**src/hw/rtl/mct_pkg.sv**
```systemverilog
// Shared types, character codes and helpers for the Morse tree codec.
`timescale 1ns / 1ps

package mct_pkg;

    localparam logic [1:0] OP_LOAD   = 2'd0;
    localparam logic [1:0] OP_DECODE = 2'd1;
    localparam logic [1:0] OP_ENCODE = 2'd2;
    localparam logic [1:0] OP_NONE   = 2'd3;

    localparam logic [7:0] CH_DOT   = 8'h2E;
    localparam logic [7:0] CH_DASH  = 8'h2D;
    localparam logic [7:0] CH_SLASH = 8'h2F;
    localparam logic [7:0] CH_QUERY = 8'h3F;
    localparam logic [7:0] CH_SPACE = 8'h20;
    localparam logic [7:0] CH_NUL   = 8'h00;

    localparam int MAX_RESULTS = 8;
    localparam int CNT_W       = 4;

    typedef struct packed {
        logic [1:0] op;
        logic [7:0] symbol;
        logic       msg_last;
        logic [5:0] code_bits;
        logic [2:0] code_length;
        logic [7:0] entry_char;
    } item_t;

    typedef struct packed {
        logic [7:0] out_char;
        logic       has_char;
        logic       run_last;
        logic       message_end;
    } result_t;

    typedef struct packed {
        logic       push;
        logic [7:0] push_char;
        logic       finish;
        logic       last;
    } emit_cmd_t;

    // Heap index of a code: a leading one followed by the symbols, first symbol highest.
    function automatic logic [7:0] load_index(input logic [5:0] bits, input logic [2:0] len);
        logic [7:0] idx;
        logic [6:0] code;
        idx  = 8'd1;
        code = {1'b0, bits};
        for (int i = 0; i < 7; i++)
        begin
            if (3'(i) < len)
            begin
                idx = {idx[6:0], code[i]};
            end
        end
        return idx;
    endfunction

    function automatic logic [7:0] to_upper(input logic [7:0] c);
        if (c >= 8'h61 && c <= 8'h7A)
        begin
            return c - 8'h20;
        end
        return c;
    endfunction

    function automatic logic is_alnum(input logic [7:0] c);
        return (c >= 8'h41 && c <= 8'h5A) || (c >= 8'h30 && c <= 8'h39);
    endfunction

endpackage

```
**src/hw/rtl/morse_trie_codec.sv**
```systemverilog
// Top level: sequencer that walks and scans the Morse tree table, one step per cycle.
//
//   channel   signals                     handshake
//   item      start, busy, item           taken when start is high and busy is low
//   result    result_strobe, result       a single-cycle strobe per result, no back-pressure
//
// After reset the table is cleared one entry per cycle, all 2 << MAX_DEPTH entries
// (128 by default), with busy high. A load or an unused op is taken without leaving
// idle, and busy stays low. A decode item waits on the registered table read when it
// closes a letter and puts out its results in turn. An encode item first looks at the
// character, scans the table one entry per cycle, then normalizes the index and sends
// its symbols, and it also closes an open letter when it ends the message. The
// receiver cannot stall.
`timescale 1ns / 1ps

module morse_trie_codec #(
    parameter int MAX_DEPTH = 6
) (
    input  logic             clk,
    input  logic             rst_n,
    input  logic             start,
    output logic             busy,
    input  mct_pkg::item_t   item,
    output mct_pkg::result_t result,
    output logic             result_strobe
);

    localparam int AW = MAX_DEPTH + 1;
    localparam int TS = 2 << MAX_DEPTH;
    localparam int RW = $clog2(MAX_DEPTH + 1);

    typedef enum logic [3:0] {
        ST_CLEAR, ST_IDLE, ST_DEC_WORD, ST_DEC_SYM, ST_FIN, ST_LAST,
        ST_ENC_START, ST_ENC_SP, ST_SCAN, ST_NORM, ST_ENC_SYM, ST_PUT, ST_DONE
    } state_t;

    state_t             state_reg, state_next;
    state_t             ret_reg, ret_next;
    mct_pkg::item_t     item_reg, item_next;
    logic [AW-1:0]      walk_reg, walk_next;
    logic               token_open_reg, token_open_next;
    logic               ovf_reg, ovf_next;
    logic               word_pend_reg, word_pend_next;
    logic               held_reg, held_next;
    logic [7:0]         put_ch_reg, put_ch_next;
    logic [7:0]         ch_reg, ch_next;
    logic [AW-1:0]      clr_reg, clr_next;
    logic [AW:0]        scan_reg, scan_next;
    logic [AW-1:0]      prev_reg, prev_next;
    logic               chk_reg, chk_next;
    logic [AW-1:0]      code_reg, code_next;
    logic [RW-1:0]      rem_reg, rem_next;

    logic               ram_we;
    logic [AW-1:0]      ram_waddr;
    logic [7:0]         ram_wdata;
    logic [AW-1:0]      ram_raddr;
    logic [7:0]         ram_rdata;
    mct_pkg::emit_cmd_t emit_cmd;

    logic [AW+7:0]      load_idx_wide;
    logic [7:0]         sym_up;
    logic [7:0]         fin_char;
    logic               load_ok;

    assign load_idx_wide = {{AW{1'b0}}, mct_pkg::load_index(item.code_bits, item.code_length)};
    assign load_ok       = (32'(item.code_length) <= MAX_DEPTH);
    assign sym_up        = mct_pkg::to_upper(item_reg.symbol);
    assign fin_char      = ovf_reg ? mct_pkg::CH_NUL : ram_rdata;

    always_comb
    begin
        state_next      = state_reg;
        ret_next        = ret_reg;
        item_next       = item_reg;
        walk_next       = walk_reg;
        token_open_next = token_open_reg;
        ovf_next        = ovf_reg;
        word_pend_next  = word_pend_reg;
        held_next       = held_reg;
        put_ch_next     = put_ch_reg;
        ch_next         = ch_reg;
        clr_next        = clr_reg;
        scan_next       = scan_reg;
        prev_next       = prev_reg;
        chk_next        = chk_reg;
        code_next       = code_reg;
        rem_next        = rem_reg;
        ram_we          = 1'b0;
        ram_waddr       = load_idx_wide[AW-1:0];
        ram_wdata       = item.entry_char;
        ram_raddr       = (state_reg == ST_SCAN) ? scan_reg[AW-1:0] : walk_reg;
        emit_cmd        = '{push: 1'b0, push_char: mct_pkg::CH_NUL, finish: 1'b0, last: 1'b0};

        unique case (state_reg)
            ST_CLEAR:
            begin
                ram_we    = 1'b1;
                ram_waddr = clr_reg;
                ram_wdata = mct_pkg::CH_NUL;
                clr_next  = clr_reg + 1'b1;
                if (clr_reg == AW'(TS - 1))
                begin
                    state_next = ST_IDLE;
                end
            end
            ST_IDLE:
            begin
                if (start)
                begin
                    item_next = item;
                    case (item.op)
                        mct_pkg::OP_LOAD:   ram_we = load_ok;
                        mct_pkg::OP_DECODE: state_next = ST_DEC_WORD;
                        mct_pkg::OP_ENCODE: state_next = ST_ENC_START;
                        default:            state_next = ST_IDLE;
                    endcase
                end
            end
            ST_DEC_WORD:
            begin
                if (word_pend_reg)
                begin
                    word_pend_next = 1'b0;
                    put_ch_next    = mct_pkg::CH_SPACE;
                    ret_next       = ST_DEC_SYM;
                    state_next     = ST_PUT;
                end
                else
                begin
                    state_next = ST_DEC_SYM;
                end
            end
            ST_DEC_SYM:
            begin
                if (item_reg.symbol == mct_pkg::CH_SPACE || item_reg.symbol == mct_pkg::CH_SLASH)
                begin
                    if (item_reg.symbol == mct_pkg::CH_SLASH)
                    begin
                        word_pend_next = 1'b1;
                    end
                    // The table read of the current node was issued this cycle.
                    ret_next   = ST_LAST;
                    state_next = token_open_reg ? ST_FIN : ST_LAST;
                end
                else
                begin
                    token_open_next = 1'b1;
                    if (item_reg.symbol == mct_pkg::CH_DOT || item_reg.symbol == mct_pkg::CH_DASH)
                    begin
                        if (walk_reg[AW-1])
                        begin
                            ovf_next = 1'b1;
                        end
                        else
                        begin
                            walk_next = {walk_reg[AW-2:0], item_reg.symbol == mct_pkg::CH_DASH};
                        end
                    end
                    state_next = ST_LAST;
                end
            end
            ST_FIN:
            begin
                put_ch_next     = (fin_char == mct_pkg::CH_NUL) ? mct_pkg::CH_QUERY : fin_char;
                walk_next       = AW'(1);
                token_open_next = 1'b0;
                ovf_next        = 1'b0;
                state_next      = ST_PUT;
            end
            ST_LAST:
            begin
                ret_next   = ST_DONE;
                state_next = (item_reg.msg_last && token_open_reg) ? ST_FIN : ST_DONE;
            end
            ST_ENC_START:
            begin
                ch_next = sym_up;
                if (item_reg.symbol == mct_pkg::CH_SPACE)
                begin
                    put_ch_next = mct_pkg::CH_SLASH;
                    ret_next    = ST_ENC_SP;
                    state_next  = ST_PUT;
                end
                else if (!mct_pkg::is_alnum(sym_up))
                begin
                    state_next = ST_LAST;
                end
                else
                begin
                    scan_next  = (AW + 1)'(1);
                    chk_next   = 1'b0;
                    state_next = ST_SCAN;
                end
            end
            ST_ENC_SP:
            begin
                put_ch_next = mct_pkg::CH_SPACE;
                ret_next    = ST_LAST;
                state_next  = ST_PUT;
            end
            ST_SCAN:
            begin
                // One entry is addressed per cycle; the compare sees the entry addressed before.
                if (chk_reg && ram_rdata == ch_reg)
                begin
                    code_next  = prev_reg;
                    rem_next   = RW'(MAX_DEPTH);
                    state_next = ST_NORM;
                end
                else if (scan_reg[AW])
                begin
                    put_ch_next = mct_pkg::CH_QUERY;
                    ret_next    = ST_LAST;
                    state_next  = ST_PUT;
                end
                else
                begin
                    prev_next = scan_reg[AW-1:0];
                    chk_next  = 1'b1;
                    scan_next = scan_reg + 1'b1;
                end
            end
            ST_NORM:
            begin
                if (code_reg[AW-1])
                begin
                    state_next = ST_ENC_SYM;
                end
                else
                begin
                    code_next = {code_reg[AW-2:0], 1'b0};
                    rem_next  = rem_reg - 1'b1;
                end
            end
            ST_ENC_SYM:
            begin
                state_next = ST_PUT;
                if (rem_reg == '0)
                begin
                    put_ch_next = mct_pkg::CH_SPACE;
                    ret_next    = ST_LAST;
                end
                else
                begin
                    put_ch_next = code_reg[AW-2] ? mct_pkg::CH_DASH : mct_pkg::CH_DOT;
                    ret_next    = ST_ENC_SYM;
                    code_next   = {code_reg[AW-2:0], 1'b0};
                    rem_next    = rem_reg - 1'b1;
                end
            end
            ST_PUT:
            begin
                // A held space goes out first; a new space is only held back.
                if (held_reg)
                begin
                    emit_cmd.push      = 1'b1;
                    emit_cmd.push_char = mct_pkg::CH_SPACE;
                    if (put_ch_reg == mct_pkg::CH_SPACE)
                    begin
                        state_next = ret_reg;
                    end
                    else
                    begin
                        held_next = 1'b0;
                    end
                end
                else
                begin
                    if (put_ch_reg == mct_pkg::CH_SPACE)
                    begin
                        held_next = 1'b1;
                    end
                    else
                    begin
                        emit_cmd.push      = 1'b1;
                        emit_cmd.push_char = put_ch_reg;
                    end
                    state_next = ret_reg;
                end
            end
            ST_DONE:
            begin
                emit_cmd.finish = 1'b1;
                emit_cmd.last   = item_reg.msg_last;
                if (item_reg.msg_last)
                begin
                    held_next       = 1'b0;
                    word_pend_next  = 1'b0;
                    walk_next       = AW'(1);
                    token_open_next = 1'b0;
                    ovf_next        = 1'b0;
                end
                state_next = ST_IDLE;
            end
            default:
            begin
                state_next = ST_IDLE;
            end
        endcase
    end

    always_ff @(posedge clk or negedge rst_n)
    begin
        if (!rst_n)
        begin
            state_reg      <= ST_CLEAR;
            ret_reg        <= ST_IDLE;
            walk_reg       <= AW'(1);
            token_open_reg <= 1'b0;
            ovf_reg        <= 1'b0;
            word_pend_reg  <= 1'b0;
            held_reg       <= 1'b0;
            clr_reg        <= '0;
            scan_reg       <= '0;
            chk_reg        <= 1'b0;
            rem_reg        <= '0;
        end
        else
        begin
            state_reg      <= state_next;
            ret_reg        <= ret_next;
            walk_reg       <= walk_next;
            token_open_reg <= token_open_next;
            ovf_reg        <= ovf_next;
            word_pend_reg  <= word_pend_next;
            held_reg       <= held_next;
            clr_reg        <= clr_next;
            scan_reg       <= scan_next;
            chk_reg        <= chk_next;
            rem_reg        <= rem_next;
        end
    end

    always_ff @(posedge clk)
    begin
        item_reg   <= item_next;
        put_ch_reg <= put_ch_next;
        ch_reg     <= ch_next;
        prev_reg   <= prev_next;
        code_reg   <= code_next;
    end

    assign busy = (state_reg != ST_IDLE);

    mct_ram #(
        .WIDTH(8),
        .DEPTH(TS)
    ) u_table (
        .clk  (clk),
        .we   (ram_we),
        .waddr(ram_waddr),
        .wdata(ram_wdata),
        .raddr(ram_raddr),
        .rdata(ram_rdata)
    );

    mct_emit u_emit (
        .clk          (clk),
        .rst_n        (rst_n),
        .cmd          (emit_cmd),
        .result       (result),
        .result_strobe(result_strobe)
    );

`ifndef SYNTHESIS
    a_strobe_follows_work: assert property (@(posedge clk) disable iff (!rst_n)
        result_strobe |-> $past(busy))
        else $error("result strobe without a busy cycle before it");

    a_walk_nonzero: assert property (@(posedge clk) disable iff (!rst_n)
        walk_reg != '0)
        else $error("tree walk left the heap index space");

    a_load_single_cycle: assert property (@(posedge clk) disable iff (!rst_n)
        (start && !busy && item.op == mct_pkg::OP_LOAD) |=> !busy)
        else $error("load item held the block busy");

    a_clear_silent: assert property (@(posedge clk) disable iff (!rst_n)
        (state_reg == ST_CLEAR) |-> (!result_strobe && !emit_cmd.push))
        else $error("result during table clearing pass");

    a_scan_no_write: assert property (@(posedge clk) disable iff (!rst_n)
        (state_reg == ST_SCAN) |-> !ram_we)
        else $error("table written during encode scan");
`endif

endmodule

```
**src/hw/rtl/mct_ram.sv**
```systemverilog
// Generic single-write, single-read RAM with registered read data.
`timescale 1ns / 1ps

module mct_ram #(
    parameter int WIDTH = 8,
    parameter int DEPTH = 128
) (
    input  logic                     clk,
    input  logic                     we,
    input  logic [$clog2(DEPTH)-1:0] waddr,
    input  logic [WIDTH-1:0]         wdata,
    input  logic [$clog2(DEPTH)-1:0] raddr,
    output logic [WIDTH-1:0]         rdata
);

    logic [WIDTH-1:0] mem [DEPTH];
    logic [WIDTH-1:0] rdata_reg;

    always_ff @(posedge clk)
    begin
        if (we)
        begin
            mem[waddr] <= wdata;
        end
        rdata_reg <= mem[raddr];
    end

    assign rdata = rdata_reg;

endmodule

```
**src/hw/rtl/mct_emit.sv**
```systemverilog
// Result stage: holds one result back so the last one of an item can be marked.
`timescale 1ns / 1ps

module mct_emit (
    input  logic               clk,
    input  logic               rst_n,
    input  mct_pkg::emit_cmd_t cmd,
    output mct_pkg::result_t   result,
    output logic               result_strobe
);

    logic                      pend_valid_reg, pend_valid_next;
    logic [7:0]                pend_char_reg, pend_char_next;
    logic [mct_pkg::CNT_W-1:0] cnt_reg, cnt_next;
    mct_pkg::result_t          out_reg, out_next;
    logic                      strobe_reg, strobe_next;

    always_comb
    begin
        pend_valid_next = pend_valid_reg;
        pend_char_next  = pend_char_reg;
        cnt_next        = cnt_reg;
        out_next        = out_reg;
        strobe_next     = 1'b0;
        if (cmd.push)
        begin
            // Results beyond the per-item limit are dropped.
            if (cnt_reg < mct_pkg::CNT_W'(mct_pkg::MAX_RESULTS))
            begin
                cnt_next = cnt_reg + 1'b1;
                if (pend_valid_reg)
                begin
                    strobe_next = 1'b1;
                    out_next    = '{out_char: pend_char_reg, has_char: 1'b1,
                                    run_last: 1'b0, message_end: 1'b0};
                end
                pend_valid_next = 1'b1;
                pend_char_next  = cmd.push_char;
            end
        end
        else if (cmd.finish)
        begin
            if (pend_valid_reg)
            begin
                strobe_next = 1'b1;
                out_next    = '{out_char: pend_char_reg, has_char: 1'b1,
                                run_last: 1'b1, message_end: cmd.last};
            end
            else if (cmd.last)
            begin
                strobe_next = 1'b1;
                out_next    = '{out_char: mct_pkg::CH_NUL, has_char: 1'b0,
                                run_last: 1'b1, message_end: 1'b1};
            end
            pend_valid_next = 1'b0;
            cnt_next        = '0;
        end
    end

    always_ff @(posedge clk or negedge rst_n)
    begin
        if (!rst_n)
        begin
            pend_valid_reg <= 1'b0;
            cnt_reg        <= '0;
            strobe_reg     <= 1'b0;
        end
        else
        begin
            pend_valid_reg <= pend_valid_next;
            cnt_reg        <= cnt_next;
            strobe_reg     <= strobe_next;
        end
    end

    always_ff @(posedge clk)
    begin
        pend_char_reg <= pend_char_next;
        out_reg       <= out_next;
    end

    assign result        = out_reg;
    assign result_strobe = strobe_reg;

endmodule
```
**config.mk**
```make
export PLATFORM = sky130hd
export DESIGN_NAME = morse_trie_codec
export DESIGN_NICKNAME = d
export VERILOG_FILES = /design/src/hw/rtl/mct_pkg.sv /design/src/hw/rtl/morse_trie_codec.sv /design/src/hw/rtl/mct_ram.sv /design/src/hw/rtl/mct_emit.sv
export SDC_FILE = /design/constraint.sdc
export NUM_CORES = 2
export LEC_CHECK = 0
export ABC_AREA = 1
export BUFFER_PORTS_ARGS = -buffer_cell sky130_fd_sc_hd__clkbuf_2
export CAP_MARGIN = 20
export CORE_UTILIZATION = 46
export CTS_BUF_LIST = sky130_fd_sc_hd__clkbuf_4 sky130_fd_sc_hd__clkbuf_8
export CTS_CLUSTER_DIAMETER = 200
export CTS_CLUSTER_SIZE = 20
export DETAILED_ROUTE_END_ITERATION = 12
export MAX_ROUTING_LAYER = met4
export PLACE_DENSITY = 0.63
export SETUP_SLACK_MARGIN = 0.3
export SYNTH_ARGS = -nofsm -noshare
export SYNTH_HDL_FRONTEND = slang
export SYNTH_SLANG_ARGS = --single-unit
```
**constraint.sdc**
```tcl
create_clock -name clk -period 4.5 [get_ports clk]
set_input_delay 0.9 -clock clk [delete_from_list [all_inputs] [get_ports clk]]
set_output_delay 0.9 -clock clk [all_outputs]
set_load 0.005 [all_outputs]
```
After elaboration in Yosys (flattened, before gate mapping)
Memory sizes are Yosys's and may differ from the RTL's. A register that Yosys moved wholly into a read port is not among the register bits.
Cells that the tools add are included.
{"block": "totals", "ff_bits": 102, "latch_bits": 0, "mem_bits_rw": 1024, "rom_bits": 0, "inputBits": 31, "out_inout_bits": 13, "elab_cells": 247, "n_memories": 1}
{"name": "u_table.mem", "depth": 128, "width": 8, "read_ports": 1, "rd_clocked_by_memory_dff": 1, "write_ports": 1, "line": "mct_ram.sv:16", "rtl": "logic [WIDTH-1:0] mem [DEPTH];"}
{"block": "op_classes", "addsub": 5, "n_mul": 0, "div_mod_pow": 0, "n_lt_le_gt_ge": 15, "n_eq_ne": 47, "shifts": 0, "mux": 106, "bitwise": 3, "n_reduce_logical": 41}
{"cell": "$mux W8", "n": 13}
{"cell": "$mux W7", "n": 13}
{"cell": "$mux W4", "n": 22}
{"cell": "$mux W11", "n": 6}
{"cell": "$pmux W8 S6", "n": 1}
{"cell": "$pmux W7 S3", "n": 2}
{"cell": "$eq A8 B6 Y1 const B", "n": 5}
{"cell": "$ne A2 B2 Y1 const B", "n": 20}
{"cell": "$pmux W4 S10", "n": 1}
{"cell": "$mux W1", "n": 28}
{"cell": "$pmux W4 S7", "n": 1}
{"cell": "$mux W9", "n": 3}
{"cell": "$eq A4 B4 Y1 const B", "n": 5}
{"cell": "$reduce_and A4 Y1", "n": 5}
{"cell": "$reduce_and A5 Y1", "n": 4}
{"cell": "$eq A4 B3 Y1 const B", "n": 4}
{"cell": "$ge A8 B7 Y1 const B", "n": 2}
{"cell": "$le A8 B7 Y1 const B", "n": 2}
{"cell": "$pmux W8 S2", "n": 1}
{"cell": "$mux W3", "n": 4}
{"cell": "$pmux W4 S3", "n": 1}
{"cell": "$reduce_and A6 Y1", "n": 2}
{"cell": "$lt A3 B3 Y1 const A", "n": 3}
{"cell": "$pmux W1 S3", "n": 3}
{"cell": "other kinds (38)", "n": 66}

Logic depth before layout (Yosys ltp)
{"block": "logic_depth", "ltp_word": 10, "mapped_depth": 17, "depth_no_buf": 16}

By module
A second synthesis with hierarchy kept.
{"block": "hier_totals", "hier_cells": 4266, "area_unflattened_um2": 47735.8}
{"mod": "mct_ram", "instances": 1, "cells_per_inst": 3575, "area_each_um2": 42104.1, "seq_area_each_um2": 30909.6}
{"mod": "morse_trie_codec", "instances": 1, "cells_per_inst": 616, "area_each_um2": 4690.7, "seq_area_each_um2": 2124.5}
{"mod": "mct_emit", "instances": 1, "cells_per_inst": 75, "area_each_um2": 940.9, "seq_area_each_um2": 720.7}

Worst setup path after synthesis
OpenSTA, ideal clock, no wires.
{"block": "synth_path", "kind": "flip-flop to flip-flop", "from": "register state_reg[2]", "to": "memory u_table.mem[0][0], data pin", "setup_time_ns": 0.798, "arrival_time_ns": 3.919, "required_time_ns": 3.702, "path_slack_ns": -0.217, "stages_incl_launch_ff": 6, "n_path_buf": 1, "period_less_slack_ns": 4.717, "cell_sequence": "dfrtp_1 -> nor2_2 -> inv_2 -> nor2_8 -> clkbuf_1 -> nor2_1"}
{"block": "synth_between", "elab_chain_cells": 2}
{"element": "start: declaration", "line": "morse_trie_codec.sv:37", "rtl": "state_t state_reg, state_next;"}
{"element": "start signal: assignment", "line": "morse_trie_codec.sv:321", "rtl": "state_reg <= state_next;"}
{"element": "$logic_not A4 Y1", "line": "morse_trie_codec.sv:95", "rtl": "unique case (state_reg)"}
{"element": "$mux W8", "line": "morse_trie_codec.sv:95"}
{"element": "named net ram_wdata[0]", "line": "morse_trie_codec.sv:56", "rtl": "logic [7:0] ram_wdata;"}
{"element": "end: declaration", "line": "mct_ram.sv:16"}
The timed path passes the listed nets, and every way through them passes these cells.

Worst setup path after layout
{"block": "layout_path", "from": "register state_reg[0]", "to": "memory u_table.mem[68][5] (enable)"}
{"block": "layout_between", "elab_chain_cells": 4, "elab_cells_between_ends": 6, "classes_between": "eq/ne (1); mux (4); reduce/logical (1)"}
{"element": "$eq A4 B1 Y1 / $logic_not A4 Y1 (equally long branches)", "line": "morse_trie_codec.sv:95"}
{"element": "$pmux W1 S2", "line": "morse_trie_codec.sv:95"}
{"element": "$mux W1", "line": "mct_ram.sv:21", "rtl": "if (we)"}
{"element": "$mux W1 (not written as such)", "line": "mct_ram.sv:23", "rtl": "mem[waddr] <= wdata;"}
Several ways; a longest one is shown, not always the timed one.

==> impl_results.md <==
* Status: finished, final reports clean
* Internal power at 12.9 mW
* Top cells by area, synth: edfxtp_1 63%, nand3_1 10%, nand2_1 8.9%, inv_1 8.0%, dfrtp_1 2.0%
* First DRT Iteration DRCs at approximately 3500
* Detail Route Antenna Nets at 0
* Initial antenna violation count at 1
* Synthesized cell area at 0.0513 mm2
* Avg Inst Size Synth at 9.91 um2
* Pre-CTS WS at roughly 0.36 ns
* Netlist cell types at 50
* Largest area contributor in the netlist: edfxtp_1
* Area of the multi-input gates at 0.0122 mm2
* Final Cycle Share at 90.2%
* TritonCTS clock tree: built
* Core ar. at 0.111 mm2
* Syn Inst Count at about 5200
* Net count, final at about 5200
* Die area at 0.113 mm2
* Fraction of the mapped netlist area in adder cells at 0.195%
* Max-slew violations at 0
* Die H at 336 um
* Crit Reg-Reg Startpoint: state_reg[0]
* Clock sinks at about 1100
* Clk network pwr share at 28.9%
* Register area share after synthesis at 65.8%
* XOR/XNOR Fraction of Synth Area at less than 1%
* Psw at around 3.2 mW
* Mux cell area share after synthesis at 0%
* Compound-cell area share of the yosys netlist at 1.28%
* Htree depth at 3
* Simple-Gate Fraction of Synth Area at ~22%
* Post-route design area at 0.0545 mm2
* Gr usage total at 23.7%
* Share of cells above drive strength 1 at 6.34%
* Worst slew margin at 31.4%
* Final setup viols at 0
* Crit path launch type: register
* Setup Total Neg Slack at 0 ns
* Vias per std cell at 5.14
* Skew-Pair Late Insertion Delay at 0.76 ns
* WL/cell at 19.4 um
* Ys async rst share at 3.88%
* Io pins at 44
* Routed wire length at 129 mm
* Final Hold Fails at 0
* Vias in the first global route at 32068
* Worst EP required at 4.85 ns
* Critical Path End Type: register
* PortBufs at 43
* R2R setup slack at 0.44 ns
* R2R depth at 11
* Setup ws final at roughly 0.44 ns
* RR Endpoint: u_table.mem[68][5]
* DP Area at 0.0534 mm2
* Postcts setup bufs at 0
* Detailed Place HPWL at 79.5 mm
* Max cap viols at 0
* Least-Margin Pin Slew at 1.03 ns
* Crit path time final at around 4 ns
* Die Wd at 336 um
* WP data arrival at between 4 and 5 ns
* Storage element area at 0.0338 mm2
* Num CTS Buffers at 66
* Largest register FFs at between 1000 and 1500
* Register share of total power at 70.7%
* #FFs+latches synth at 1134
* P_leak at 23.7 nW
* Combinational cell fraction of total power at 0.4%
* Setup Skew at 0.0586 ns
* EDFF count, synth at 1082
* Max Buffers Root-to-Sink at 3
* Setup CP Type: reg2reg
* # rows at 122
* DRC Markers at 0
* First-pass GRT wire length at 196 mm
* Power per cell area at 295 mW/mm2
* Remaining global-route overflow at 0
* Top_reg_cell synth: edfxtp_1
* Utilization after layout at 49.3%
* CTS clk-pin slew, worst paths at 0.12 ns
* Post-synth top cells: 1211 x nand2_1, 1096 x inv_1, 1082 x edfxtp_1
* Sw Share at 19.6%
* Area Overhead vs Synth at 6.31%
* Clock Tree Root: clkbuf_8
* Largest net degree at the start of global routing at 146
* Max Fanout on Critical Path at 19
* Placer Congestion at slightly above 0.9
* HP Class: in2async
* RSZ-0062 raised after global routing: true
* Effective utilization at floorplan at between 40% and 50%
* FILL cells at 10045
* Largest family of logic cells by synthesized area: simple AND/OR/NAND/NOR gates
* Achievable Freq at 246 MHz
* Total Power at 16.1 mW
* Syn_nets at about 5200
* Most frequent cell after synthesis: nand2_1
* Pre-Repair DR Iteration Count at 5
* Ys Warns at 0
* Post-synth top area share at between 60% and 70%
* Vias at 34256
* Peak VDD IR at 0.182 mV
## cells in the final DEF, fill, tap and decap left out, types with 7 or more instances in the layout
master    instances
buf_4            83
nand4_1           9
nor2_4           12
inv_1          1095
nor2_1          199
a21oi_1          23
o22ai_1           8
ha_1              8
inv_2            11
nand3_1        1061
dfxtp_1           8
o21ai_0          32
nor2_2           11
clkbuf_8         67
clkbuf_4         17
buf_12           27
clkbuf_2         43
xor2_1            7
nand2_1        1211
edfxtp_1       1082
nor3_1           17
nand2_2           9
dfrtp_1          42
nor4_1           10
## timing repair
item	4_1_cts	5_1_grt
endpoints found under the setup margin	0	40
hold buffers	0	0
gates resized for setup	0	1
## layer usage
| metal | wire [um] | GRT usage (%) | part of all wire, % |
|---|---|---|---|
| met5 | 0 | - | 0 |
| met4 | 3890 | 7.54 | 3.0 |
| met2 | 61100 | 37.7 | 47 |
| met3 | 9220 | 3.02 | 7.1 |
| met1 | 55300 | 31.7 | 43 |
## through the flow
step	hold slack, ns	cells
final	0.237	6665
after global routing	0.240	6665
after CTS	0.186	6664
after detailed placement	0.459	6573
after global placement	0.452	6573
after floorplan	0.432	5174
## final cells by class
class	count	area share [%]
well taps	1488	3.41
clock inverters	7	0.103
repair buffers	153	2.53
flip-flops and latches	1134	61.9
inverters	1110	7.65
multi-input cells	2688	22.5
clock buffers	84	1.93
diodes	1	0.00459
## worst max path at each step
stage | startpoint | end | slack (ns) | cells after the start
2_1_floorplan | state_reg[2] | u_table.mem[0][0] | -0.22 | 5
6_report | state_reg[0] | u_table.mem[68][5] | 0.44 | 11
3_5_place_dp | item[10] | u_table.mem[70][1] | 0.36 | 12
4_1_cts | state_reg[0] | u_table.mem[70][7] | 0.44 | 11
5_1_grt | state_reg[0] | u_table.mem[70][7] | 0.24 | 11
3_3_place_gp | item[10] | u_table.mem[3][3] | 0.37 | 14
## worst max-delay path, cell delays in order, from the launching register on
cell	delay (ns)
dfrtp_1	0.49
nor2_4	0.25
inv_2	0.13
nor2_8	0.46
inv_4	0.18
o21ai_1	0.15
inv_2	0.06
a22oi_4	0.24
inv_2	0.10
nor2_2	0.46
nand2_1	0.47
nor2_1	0.66
## power groups by stage
stage | clock (mW) | combinational, mW | sequential (mW)
2_1_floorplan | 0 | 0.0285 | 11.6
3_3_place_gp | 0 | 0.0625 | 11.6
4_1_cts | 4.76 | 0.0612 | 11.4
3_5_place_dp | 0 | 0.0610 | 11.6
6_report | 4.65 | 0.0598 | 11.4
5_1_grt | 5.07 | 0.0684 | 11.4
## cell families (layout without fill, tap and decap cells)
logic type / count (synthesis) / after routing
compound gates: 104 / 104
xor+xnor: 10 / 10
fa+ha+maj: 8 / 8
buf+inv: 1352 / 1354
flops: 1134 / 1134
other cells: 0 / 1
simple gates: 2566 / 2566
No activity file was read; power rests on OpenSTA's default activity.
